[src/hw/rtl/dtt_pkg.sv]
// Shared types and constants for the definition text tokenizer.
package dtt_pkg;

    typedef enum logic [4:0] {
        MODE_IDLE    = 5'b00001,
        MODE_COMMENT = 5'b00010,
        MODE_TAG     = 5'b00100,
        MODE_NUMBER  = 5'b01000,
        MODE_STRING  = 5'b10000
    } t_lex_mode;

    localparam logic [2:0] KIND_TAG     = 3'd0;
    localparam logic [2:0] KIND_NUMBER  = 3'd1;
    localparam logic [2:0] KIND_STRBYTE = 3'd2;
    localparam logic [2:0] KIND_STREND  = 3'd3;
    localparam logic [2:0] KIND_OPEN    = 3'd4;
    localparam logic [2:0] KIND_CLOSE   = 3'd5;
    localparam logic [2:0] KIND_ERROR   = 3'd6;

    localparam logic [31:0] FNV_BASIS = 32'd2166136261;
    localparam logic [31:0] FNV_PRIME = 32'd16777619;

    localparam logic [7:0] CH_LF     = 8'd10;
    localparam logic [7:0] CH_QUOTE  = 8'd34;
    localparam logic [7:0] CH_HASH   = 8'd35;
    localparam logic [7:0] CH_LBRACE = 8'd123;
    localparam logic [7:0] CH_RBRACE = 8'd125;

    typedef struct packed {
        logic [2:0]  kind;
        logic [63:0] value;
        logic        last;
    } t_token;

    // Results of one byte: count of valid tokens (0..2), slot 0 first.
    typedef struct packed {
        logic [1:0] cnt;
        t_token     tok0;
        t_token     tok1;
    } t_push;

    function automatic logic is_letter(input logic [7:0] c);
        return (c > 8'd64 && c < 8'd91) || (c > 8'd96 && c < 8'd123);
    endfunction

    function automatic logic is_digit(input logic [7:0] c);
        return c > 8'd47 && c < 8'd58;
    endfunction

endpackage

[src/hw/rtl/dtt_lexer.sv]
// Lexer state and per-byte token logic for the definition text tokenizer.
module dtt_lexer #(
    parameter int MAX_DEPTH = 3
) (
    input  logic           i_clk,
    input  logic           i_rst_n,
    input  logic           i_valid,
    input  logic [7:0]     i_byte,
    output dtt_pkg::t_push o_push
);

    localparam int DEPTH_W = $clog2(MAX_DEPTH + 1);

    dtt_pkg::t_lex_mode r_mode, n_mode;
    logic [31:0]        r_hash, n_hash;
    logic [63:0]        r_acc,  n_acc;
    logic [DEPTH_W-1:0] r_depth, n_depth;

    logic [31:0]   hash_src;
    logic [31:0]   hash_next;
    logic [63:0]   digit_val;
    logic [63:0]   acc_next;
    logic          do_class;
    logic          allow_tag;
    logic          allow_num;
    logic          ct_valid;
    dtt_pkg::t_token ct;
    dtt_pkg::t_push  push;

    // One FNV step shared by tag continuation and tag start; only the low 32 bits matter.
    assign hash_src  = (r_mode == dtt_pkg::MODE_TAG) ? r_hash : dtt_pkg::FNV_BASIS;
    assign hash_next = (hash_src ^ {24'd0, i_byte}) * dtt_pkg::FNV_PRIME;
    assign digit_val = {60'd0, i_byte[3:0]};
    assign acc_next  = (r_acc << 3) + (r_acc << 1) + digit_val;

    always_comb begin
        n_mode    = r_mode;
        n_hash    = r_hash;
        n_acc     = r_acc;
        n_depth   = r_depth;
        push      = '0;
        do_class  = 1'b0;
        allow_tag = 1'b0;
        allow_num = 1'b0;
        ct_valid  = 1'b0;
        ct        = '0;
        if (i_valid) begin
            unique case (r_mode)
                dtt_pkg::MODE_COMMENT: begin
                    if (i_byte == dtt_pkg::CH_LF) n_mode = dtt_pkg::MODE_IDLE;
                end
                dtt_pkg::MODE_TAG: begin
                    if (dtt_pkg::is_letter(i_byte) || dtt_pkg::is_digit(i_byte)) begin
                        n_hash = hash_next;
                    end else begin
                        push.tok0.kind  = dtt_pkg::KIND_TAG;
                        push.tok0.value = {32'd0, r_hash};
                        push.cnt        = 2'd1;
                        n_hash          = dtt_pkg::FNV_BASIS;
                        do_class        = 1'b1;
                        allow_num       = 1'b1;
                    end
                end
                dtt_pkg::MODE_NUMBER: begin
                    if (dtt_pkg::is_digit(i_byte)) begin
                        n_acc = acc_next;
                    end else begin
                        push.tok0.kind  = dtt_pkg::KIND_NUMBER;
                        push.tok0.value = r_acc;
                        push.cnt        = 2'd1;
                        n_acc           = '0;
                        do_class        = 1'b1;
                    end
                end
                dtt_pkg::MODE_STRING: begin
                    push.cnt = 2'd1;
                    if (i_byte == dtt_pkg::CH_QUOTE) begin
                        push.tok0.kind = dtt_pkg::KIND_STREND;
                        n_mode         = dtt_pkg::MODE_IDLE;
                    end else begin
                        push.tok0.kind  = dtt_pkg::KIND_STRBYTE;
                        push.tok0.value = {56'd0, i_byte};
                    end
                end
                dtt_pkg::MODE_IDLE: begin
                    do_class  = 1'b1;
                    allow_tag = 1'b1;
                    allow_num = 1'b1;
                end
                default: n_mode = dtt_pkg::MODE_IDLE;
            endcase

            // Terminator / fresh byte classification; later categories only after a token.
            if (do_class) begin
                n_mode = dtt_pkg::MODE_IDLE;
                if (allow_tag && i_byte == dtt_pkg::CH_HASH) begin
                    n_mode = dtt_pkg::MODE_COMMENT;
                end else if (allow_tag && dtt_pkg::is_letter(i_byte)) begin
                    n_mode = dtt_pkg::MODE_TAG;
                    n_hash = hash_next;
                end else if (allow_num && dtt_pkg::is_digit(i_byte)) begin
                    n_mode = dtt_pkg::MODE_NUMBER;
                    n_acc  = digit_val;
                end else if (i_byte == dtt_pkg::CH_QUOTE) begin
                    n_mode = dtt_pkg::MODE_STRING;
                end else if (i_byte == dtt_pkg::CH_LBRACE) begin
                    ct_valid = 1'b1;
                    if (r_depth >= DEPTH_W'(MAX_DEPTH)) begin
                        ct.kind = dtt_pkg::KIND_ERROR;
                    end else begin
                        n_depth  = r_depth + 1'b1;
                        ct.kind  = dtt_pkg::KIND_OPEN;
                        ct.value = {{(64-DEPTH_W){1'b0}}, n_depth};
                    end
                end else if (i_byte == dtt_pkg::CH_RBRACE) begin
                    ct_valid = 1'b1;
                    if (r_depth == '0) begin
                        ct.kind = dtt_pkg::KIND_ERROR;
                    end else begin
                        n_depth  = r_depth - 1'b1;
                        ct.kind  = dtt_pkg::KIND_CLOSE;
                        ct.value = {{(64-DEPTH_W){1'b0}}, n_depth};
                    end
                end
                if (ct_valid) begin
                    if (push.cnt == 2'd0) push.tok0 = ct;
                    else                  push.tok1 = ct;
                    push.cnt = push.cnt + 2'd1;
                end
            end
            push.tok0.last = (push.cnt == 2'd1);
            push.tok1.last = 1'b1;
        end
    end

    assign o_push = push;

    always_ff @(posedge i_clk) begin
        if (!i_rst_n) begin
            r_mode  <= dtt_pkg::MODE_IDLE;
            r_hash  <= dtt_pkg::FNV_BASIS;
            r_acc   <= '0;
            r_depth <= '0;
        end else begin
            r_mode  <= n_mode;
            r_hash  <= n_hash;
            r_acc   <= n_acc;
            r_depth <= n_depth;
        end
    end

endmodule

[src/hw/rtl/definition_text_tokenizer_core.sv]
// Top level of the definition text tokenizer: input register, lexer and output queue.
// Path: an accepted byte is held in the input register, lexed combinationally, and its
// results are written into the token queue, whose head drives the output port.
// Throughput: one byte per cycle while s_axis_tready is high; a byte with two results
// takes two output beats, so the output port and the eight-entry token queue set the
// sustained rate. s_axis_tready drops once the queue holds more than four tokens.
// Reset (synchronous, active low): lexer back to idle at depth zero, queue emptied.
module definition_text_tokenizer_core #(
    parameter int MAX_DEPTH = 3
) (
    input  logic        i_clk,
    input  logic        i_rst_n,
    input  logic        s_axis_tvalid,
    output logic        s_axis_tready,
    input  logic [7:0]  s_axis_tdata,   // [7:0] text_byte
    output logic        m_axis_tvalid,
    input  logic        m_axis_tready,
    output logic [63:0] m_axis_tdata,   // [63:0] token_value
    output logic [2:0]  m_axis_tuser,   // [2:0] token_kind
    output logic        m_axis_tlast    // last_of_run
);

    localparam int FIFO_DEPTH = 8;
    localparam int PTR_W      = $clog2(FIFO_DEPTH);
    localparam int CNT_W      = PTR_W + 1;
    // Room for the byte in the input register and the one being taken, two tokens each.
    localparam int READY_MAX  = FIFO_DEPTH - 4;

    // Input register stage
    logic       r_in_valid;
    logic [7:0] r_in_byte;
    logic       in_beat;

    assign in_beat = s_axis_tvalid && s_axis_tready;

    always_ff @(posedge i_clk) begin
        if (!i_rst_n) r_in_valid <= 1'b0;
        else          r_in_valid <= in_beat;
    end

    always_ff @(posedge i_clk) begin
        if (in_beat) r_in_byte <= s_axis_tdata;
    end

    // Lexer: state registers and the token logic for the registered byte
    dtt_pkg::t_push push;

    dtt_lexer #(
        .MAX_DEPTH(MAX_DEPTH)
    ) u_lexer (
        .i_clk  (i_clk),
        .i_rst_n(i_rst_n),
        .i_valid(r_in_valid),
        .i_byte (r_in_byte),
        .o_push (push)
    );

    // Token queue: up to two writes and one read per cycle
    dtt_pkg::t_token r_mem [FIFO_DEPTH];
    logic [PTR_W-1:0] r_wr_ptr, r_rd_ptr;
    logic [CNT_W-1:0] r_count;
    logic             out_beat;
    logic [PTR_W-1:0] wr_ptr_p1;

    assign out_beat  = m_axis_tvalid && m_axis_tready;
    assign wr_ptr_p1 = r_wr_ptr + 1'b1;

    always_ff @(posedge i_clk) begin
        if (push.cnt != 2'd0) r_mem[r_wr_ptr]  <= push.tok0;
        if (push.cnt == 2'd2) r_mem[wr_ptr_p1] <= push.tok1;
    end

    always_ff @(posedge i_clk) begin
        if (!i_rst_n) begin
            r_wr_ptr <= '0;
            r_rd_ptr <= '0;
            r_count  <= '0;
        end else begin
            r_wr_ptr <= r_wr_ptr + PTR_W'(push.cnt);
            if (out_beat) r_rd_ptr <= r_rd_ptr + 1'b1;
            r_count  <= r_count + CNT_W'(push.cnt) - CNT_W'(out_beat);
        end
    end

    assign s_axis_tready = (r_count <= CNT_W'(READY_MAX));
    assign m_axis_tvalid = (r_count != '0);
    assign m_axis_tdata  = r_mem[r_rd_ptr].value;
    assign m_axis_tuser  = r_mem[r_rd_ptr].kind;
    assign m_axis_tlast  = r_mem[r_rd_ptr].last;

endmodule

[config.mk]
export PLATFORM = sky130hd
export DESIGN_NAME = definition_text_tokenizer_core
export DESIGN_NICKNAME = d
export VERILOG_FILES = /design/src/hw/rtl/dtt_pkg.sv /design/src/hw/rtl/dtt_lexer.sv /design/src/hw/rtl/definition_text_tokenizer_core.sv
export SDC_FILE = /design/constraint.sdc
export NUM_CORES = 2
export LEC_CHECK = 0
export BUFFER_PORTS_ARGS = -buffer_cell sky130_fd_sc_hd__buf_4
export CAP_MARGIN = 10
export CELL_PAD_IN_SITES_DETAIL_PLACEMENT = 0
export CELL_PAD_IN_SITES_GLOBAL_PLACEMENT = 1
export CORE_AREA = 2 2 277 307
export CTS_BUF_LIST = sky130_fd_sc_hd__clkbuf_8
export DETAILED_ROUTE_END_ITERATION = 10
export DIE_AREA = 0 0 279 309
export GPL_TIMING_DRIVEN = 0
export PLACE_DENSITY_LB_ADDON = 0.15
export SYNTH_ARGS = -nofsm -noshare
export SYNTH_HDL_FRONTEND = slang
export SYNTH_SLANG_ARGS = --single-unit
[constraint.sdc]
create_clock -name i_clk -period 6.5 [get_ports i_clk]
set_input_delay 0.325 -clock i_clk [delete_from_list [all_inputs] [get_ports i_clk]]
set_output_delay 0.325 -clock i_clk [all_outputs]
set_load 0.01 [all_outputs]
## Word-level counts from Yosys, hierarchy flattened

Memories as Yosys holds them, arrays and structs flattened. A register that Yosys moved wholly into a read port is not among the register bits.
Cells that the tools add are included.

| storage, ports and cells | value |
|---|---|
| bits in registers | 122 |
| memory bits (writable) | 544 |
| input port bits | 12 |
| output and inout bits | 70 |
| word-level logic and storage cells | 137 |
| memories | 1 |

Memory list:

| name | depth | bits a word | read ports | clocked after Yosys merged registers in | write ports | RTL line | source |
|---|---|---|---|---|---|---|---|
| r_mem | 8 | 68 | 1 | 1 | 2 | definition_text_tokenizer_core.sv:59 | `dtt_pkg::t_token r_mem [FIFO_DEPTH];` |

| cells by class | value |
|---|---|
| add/subtract/negate cells | 10 |
| multiply operators | 1 |
| $lt $le $gt $ge | 8 |
| eq/ne operators | 17 |
| muxes and demuxes | 68 |
| bitwise logic cells | 5 |
| reductions and logical operators | 18 |

Operators by type and width:

| operator | number |
|---|---|
| $mux W138 | 4 |
| $mux W67 | 6 |
| $mux W64 | 6 |
| $mux W68 | 4 |
| $pmux W69 S3 | 1 |
| $mux W32 | 6 |
| $mux W69 | 1 |
| $add A64 B4 Y64 | 1 |
| $add A64 B64 Y64 | 1 |
| $mux W5 | 7 |
| $mul A32 B25 Y32 const B | 1 |
| $xor A32 B8 Y32 | 1 |
| $mux W1 | 19 |
| $eq A8 B6 Y1 const B | 2 |
| $eq A8 B7 Y1 const B | 2 |
| $gt A8 B7 Y1 const B | 2 |
| $lt A8 B7 Y1 const B | 2 |
| $mux W2 | 8 |
| $pmux W5 S3 | 1 |
| $reduce_and A9 Y1 | 1 |
| $eq A8 B4 Y1 const B | 1 |
| $gt A8 B6 Y1 const B | 1 |
| $logic_and A1 B1 Y1 | 8 |
| $lt A8 B6 Y1 const B | 1 |
| other kinds (29) | 40 |

## Depth between registers and ports, before layout

| logic depth | value |
|---|---|
| depth after elaboration | 21 |
| depth in mapped cells | 26 |
| gate-level depth less buffers | 24 |

## Modules after synthesis

Synthesis repeated with hierarchy kept, for this count alone.

| unflattened totals | value |
|---|---|
| cells, all modules | 3310 |
| area total of the unflattened synthesis | 43056.3 µm² |

By module, submodules not included:

| module | instances | cells an instance | area an instance (µm²) | sequential area each (µm²) |
|---|---|---|---|---|
| definition_text_tokenizer_core | 1 | 1492 | 27898.0 | 16856.2 |
| dtt_lexer | 1 | 1818 | 15158.3 | 2062.0 |

## Worst setup path after synthesis

Ideal clock, no wire load.

| path | value |
|---|---|
| kind | register -> register |
| start point | register u_lexer.r_mode[4] |
| end point | register u_lexer.r_hash[30] |
| library setup time | 0.123 ns |
| arrival time | 6.557 ns |
| required time | 6.377 ns |
| setup slack | -0.180 ns |
| cell stages (with the launch flop) | 27 |
| buffers on the path | 2 |
| period minus slack after synthesis | 6.680 ns |
| cells stage by stage | dfxtp_1 > or3_1 > nor3b_2 > clkbuf_1 > clkbuf_1 > nand2_1 > xnor2_1 > ha_1 > ha_1 > ha_1 > ha_1 > fa_1 > ha_1 > inv_1 > fa_1 > inv_1 > ha_1 > o21ai_0 > nand2_1 > nand4_1 > o21ai_0 > a41oi_1 > o31ai_1 > a211oi_1 > o41ai_1 > xnor2_1 > o21ai_0 |

| on the way | value |
|---|---|
| longest elaborated chain between the ends | 9 |
| elaborated cells between the ends (all ways) | 17 |
| those cells by class | 1 x mul; 3 x eq/ne; 10 x mux; 1 x bitwise; 2 x reduce/logical |

Ends and longest elaborated chain:

| what | RTL line | source |
|---|---|---|
| start, declared | dtt_lexer.sv:14 | `dtt_pkg::t_lex_mode r_mode, n_mode;` |
| start signal, assigned | dtt_lexer.sv:140 | `r_mode <= dtt_pkg::MODE_IDLE;` |
| start signal, assigned | dtt_lexer.sv:145 | `r_mode <= n_mode;` |
| $eq A5 B3 Y1 | dtt_lexer.sv:31, dtt_lexer.sv:48 |  |
| $mux W32 | dtt_lexer.sv:31 | `assign hash_src = (r_mode == dtt_pkg::MODE_TAG) ? r_hash : dtt_pkg::FNV_BASIS;` |
| $xor A32 B8 Y32 | dtt_lexer.sv:32 | `assign hash_next = (hash_src ^ {24'd0, i_byte}) * dtt_pkg::FNV_PRIME;` |
| $mul A32 B25 Y32 | dtt_lexer.sv:32 |  |
| $mux W32 | dtt_lexer.sv:53 | `if (dtt_pkg::is_letter(i_byte) \|\| dtt_pkg::is_digit(i_byte)) begin` |
| $mux W32 | dtt_lexer.sv:48 | `unique case (r_mode)` |
| $mux W32 | dtt_lexer.sv:98 | `end else if (allow_tag && dtt_pkg::is_letter(i_byte)) begin` |
| $mux W32 | dtt_lexer.sv:96 | `if (allow_tag && i_byte == dtt_pkg::CH_HASH) begin` |
| $mux W32 * | dtt_lexer.sv:94 | `if (do_class) begin` |
| end signal, assigned | dtt_lexer.sv:141 | `r_hash <= dtt_pkg::FNV_BASIS;` |
| end signal, assigned | dtt_lexer.sv:146 | `r_hash <= n_hash;` |
| end, declared | dtt_lexer.sv:15 | `logic [31:0] r_hash, n_hash;` |

Every way passes the cells marked *; elsewhere a longest branch is shown, timed or not. The select of a mux whose other input is x is not followed.
A chain may end at the register's enable or synchronous reset.

## Worst setup path after layout

| path | value |
|---|---|
| start point | register u_lexer.r_mode[0] |
| end point | register u_lexer.r_hash[28] |

The elaborated chain is that of the path after synthesis.

==> metrics.txt <==
status=finished with violations; failing checks=negative setup slack; Layout area overhead=14.7%; vias in the first global route=~31000; Clk Latency, worst-skew pair=0.76 ns; Worst slew margin=under 10%; Num CTS Buffers=114; Layout fillers=a little under 8000; initial antenna violation count=1; sw power=4.58 mW; Mapped Nets=4499; Synth Area in XOR/XNOR=2.58%; final-report max-slew violation count=0; top post-synthesis cells by count=nand2_1, dfxtp_1, a21oi_1; Die W=279 um; Total Nets Final=between 4000 and 5000; mux share of post-synthesis cell area=10.2%; DR vias/cell=around 5.8; footprint of the multi-input gates=between 20000 and 25000 um2; setup violators final=3; Longest Clk Path Bufs=3; Sw Share=34.5%; Core Region=82900 um2; register area=around 14000 um2; crit path DAT=7.19 ns; Critical Path RT=7.10 ns; Reg2Reg Capture Point=u_lexer.r_hash[28]; H-tree levels=3; share of post-route cells with drive strength above 1=between 10% and 20%; Synth area leader=dfxtp_1; Detailed Place HPWL=90900 um; Synth Area per Inst=9.29 um2; critical path startpoint category=register; die height=~310 um; placed cells=5242; internal power=between 8 and 9 mW; yosys warns=0; number of synthesized flops with an enable pin=56; cells taking the most area after synthesis=dfxtp_1, ha_1, mux4_2; most numerous cell in the Yosys netlist=nand2_1; cell family with most CP delay=adder cells; Worst Tran Pin Value=around 1.4 ns; combinational power share=approximately 37%; largest family of logic cells by synthesized area=compound AO/OA/AOI/OAI gates; critical path class=reg2reg; sequential power share=between 30% and 40%; slowest stage delay, CP=0.55 ns; Power Density=304 nW/um2; CTS tree=yes; Post-Route WL=125000 um; Post-synth ARST share=0%; per-cell routed wire length=about 23 um; adder-cell share of the synthesized area=14.7%; Period Utilization, post-route=101%; simple-gate share of the synthesized area=around 14%; io pins=82; drt pass-1 iters=6; worst hold slack=0.151 ns; die area=about 86000 um2; Clock Sink Count=669; FF+latch count, synth=669; first-pass GRT wire length=190000 um; Critical Path Start=u_lexer.r_mode[0]; max frequency=around 150 MHz; DR vias=31900; Final WS setup=-0.0865 ns; area share of the largest cell type after synthesis=between 30% and 40%; RSZ-0062 raised after global routing=true; R2R cell count=26; post-synthesis sequential area ratio=36.7%; Clock Pin Slew Worst Setup and Hold Paths=roughly 0.060 ns; Non-Filler Instances=5497; Mapped Cells=4088; Initial Util=45.8%; post-synthesis compound-gate area fraction=between 10% and 20%; maxcap violations=0; Overflow after GRT=0; Critical-path top delay cell=fa_1; Routed Antenna Nets=0; RD Place Congestion=0.873; DR iter-0 viols=2551; hold crit path type=in2reg; WP buf/inv=5; clock share of power=31.0%; clk_skew=0.0418 ns; crit path capture=u_lexer.r_hash[28]; final hold violation count=0; drc violations=0; Post-Syn Area=38000 um2; Clock Tree Root=clkbuf_8; r2r setup slk=-0.09 ns; crit path capture type=register; CP Max Fanout=7; Total GRT Usage=28.7%; overall power=13.2 mW; Tmin final=6.59 ns; largest net degree at the start of global routing=16; VDD IR max=0.461 mV; RR Startpoint=u_lexer.r_mode[0]; Leakage=17.5 nW; stages on the worst setup path=26; I/O Buffers=81; Yosys cell types=76; Cell Rows=approximately 110; ys flop type=dfxtp_1
## power groups by stage
stage / registers (mW) / logic (mW) / clock network [mW]
final: 4.25 / 4.89 / 4.10
after detailed placement: 4.34 / 4.06 / 0
after global routing: 4.25 / 5.40 / 4.34
after CTS: 4.25 / 4.57 / 4.14
after global placement: 4.33 / 4.05 / 0
after floorplan: 4.31 / 3.03 / 0
## worst min-delay path by stage
stage | startpoint | end | slack, ns | depth (start not counted)
2_1_floorplan | r_mem[3][33] | r_mem[3][33] | 0.42 | 2
4_1_cts | i_rst_n | u_lexer.r_acc[63] | 0.10 | 5
3_5_place_dp | r_mem[1][36] | r_mem[1][36] | 0.44 | 2
5_1_grt | i_rst_n | u_lexer.r_acc[63] | 0.18 | 5
3_3_place_gp | r_mem[1][36] | r_mem[1][36] | 0.43 | 2
6_report | i_rst_n | u_lexer.r_acc[63] | 0.15 | 5
## registers in the layout, indices dropped and copies added, names as in the netlist, named ones only
name             count
r_mem              544
u_lexer.r_acc       64
u_lexer.r_hash      32
r_in_byte            8
u_lexer.r_mode       5
r_count              4
r_rd_ptr             3
r_wr_ptr             3
u_lexer.r_depth      2
r_in_valid           1
## cells by family after synthesis
group | count (synthesis)
multiplexers | 210
adder cells (fa/ha/maj) | 399
XOR/XNOR | 112
flip-flops | 669
buffers and inverters | 508
AND/OR/NAND/NOR | 1191
AO/OA/AOI/OAI | 999
## worst reg2reg max path, stage by stage (launching register included)
cell	delay [ns]
dfxtp_4	0.36
or3_4	0.39
nor3b_4	0.26
buf_8	0.22
clkbuf_16	0.17
nand2_2	0.08
xnor2_4	0.29
buf_6	0.15
ha_1	0.15
ha_2	0.20
fa_2	0.46
ha_4	0.17
fa_1	0.55
ha_1	0.14
inv_1	0.05
fa_1	0.49
inv_1	0.06
ha_4	0.16
a21o_1	0.20
a221o_1	0.34
a2111o_1	0.45
a41oi_4	0.24
o31ai_4	0.13
a211o_1	0.30
a21oi_2	0.16
xor2_1	0.18
o21ai_1	0.07
## what timing repair did
item / CTS / global route
endpoints found under the hold margin: 11 / 0
cloned: 0 / 0
gates resized for setup: 98 / 36
setup buffers: 26 / 5
setup endpoints to repair: 21 / 15
pin swaps: 45 / 46
hold buffers: 10 / 0
## layout make-up
cell class              instances  area share [%]
clock buffers                 144            4.55
plain buffers                 266            2.68
flip-flops and latches        669            32.0
inverters                     241            2.08
repair buffers                123            2.21
multi-input cells            2911            52.2
diodes                          2          0.0115
well taps                    1073            3.08
clock inverters                68            1.12
## per-layer routing
| metal | up-vias | wire length, um | global-route usage (%) |
|---|---|---|---|
| met1 | 15800 | 57300 | 40.5 |
| met3 | 163 | 7890 | 4.24 |
| met2 | 1001 | 56400 | 45.5 |
| met4 | 0 | 3070 | 8.96 |
| met5 | - | 0 | 0 |
| li1 | 15000 | - | - |
## layout by cell type, fill, tap and decap left out, types with 11 or more instances in the layout
cell type,netlist,routed
nand2_1,678,674
o22ai_1,36,36
xor2_1,35,35
clkbuf_8,0,144
nor3_1,17,17
inv_1,239,278
o21bai_1,15,15
ha_4,0,26
a21oi_1,363,360
a22o_1,121,121
a22oi_1,67,67
a21boi_0,13,13
a31oi_1,12,11
and3_1,14,13
and2_1,37,32
o211ai_1,20,20
buf_2,55,55
clkbuf_1,176,173
o21ai_0,227,220
buf_1,26,26
mux2_2,68,68
fa_1,78,74
dfxtp_1,613,611
a21o_1,42,42
nor2_1,125,122
ha_1,321,287
nor2b_1,58,58
edfxtp_1,56,56
xnor2_1,77,64
nand2b_1,19,14
nand4_1,23,23
mux4_2,136,136
clkinv_2,0,12
buf_4,2,112
nand3_1,166,166
## per-stage QoR
step	cell area [um2]	setup WS, ns	setup TNS (ns)	utilization [%]
6_report	43600	-0.0865	-0.189	52.5
5_1_grt	43600	-0.266	-1.15	52.5
3_3_place_gp	40000	-1.57	-18.40	48.2
4_1_cts	43300	-0.137	-0.343	52.2
3_5_place_dp	40000	-1.55	-18.79	48.2
2_1_floorplan	38000	-0.0220	-0.0220	-
Power figures use the tool's default switching activity.
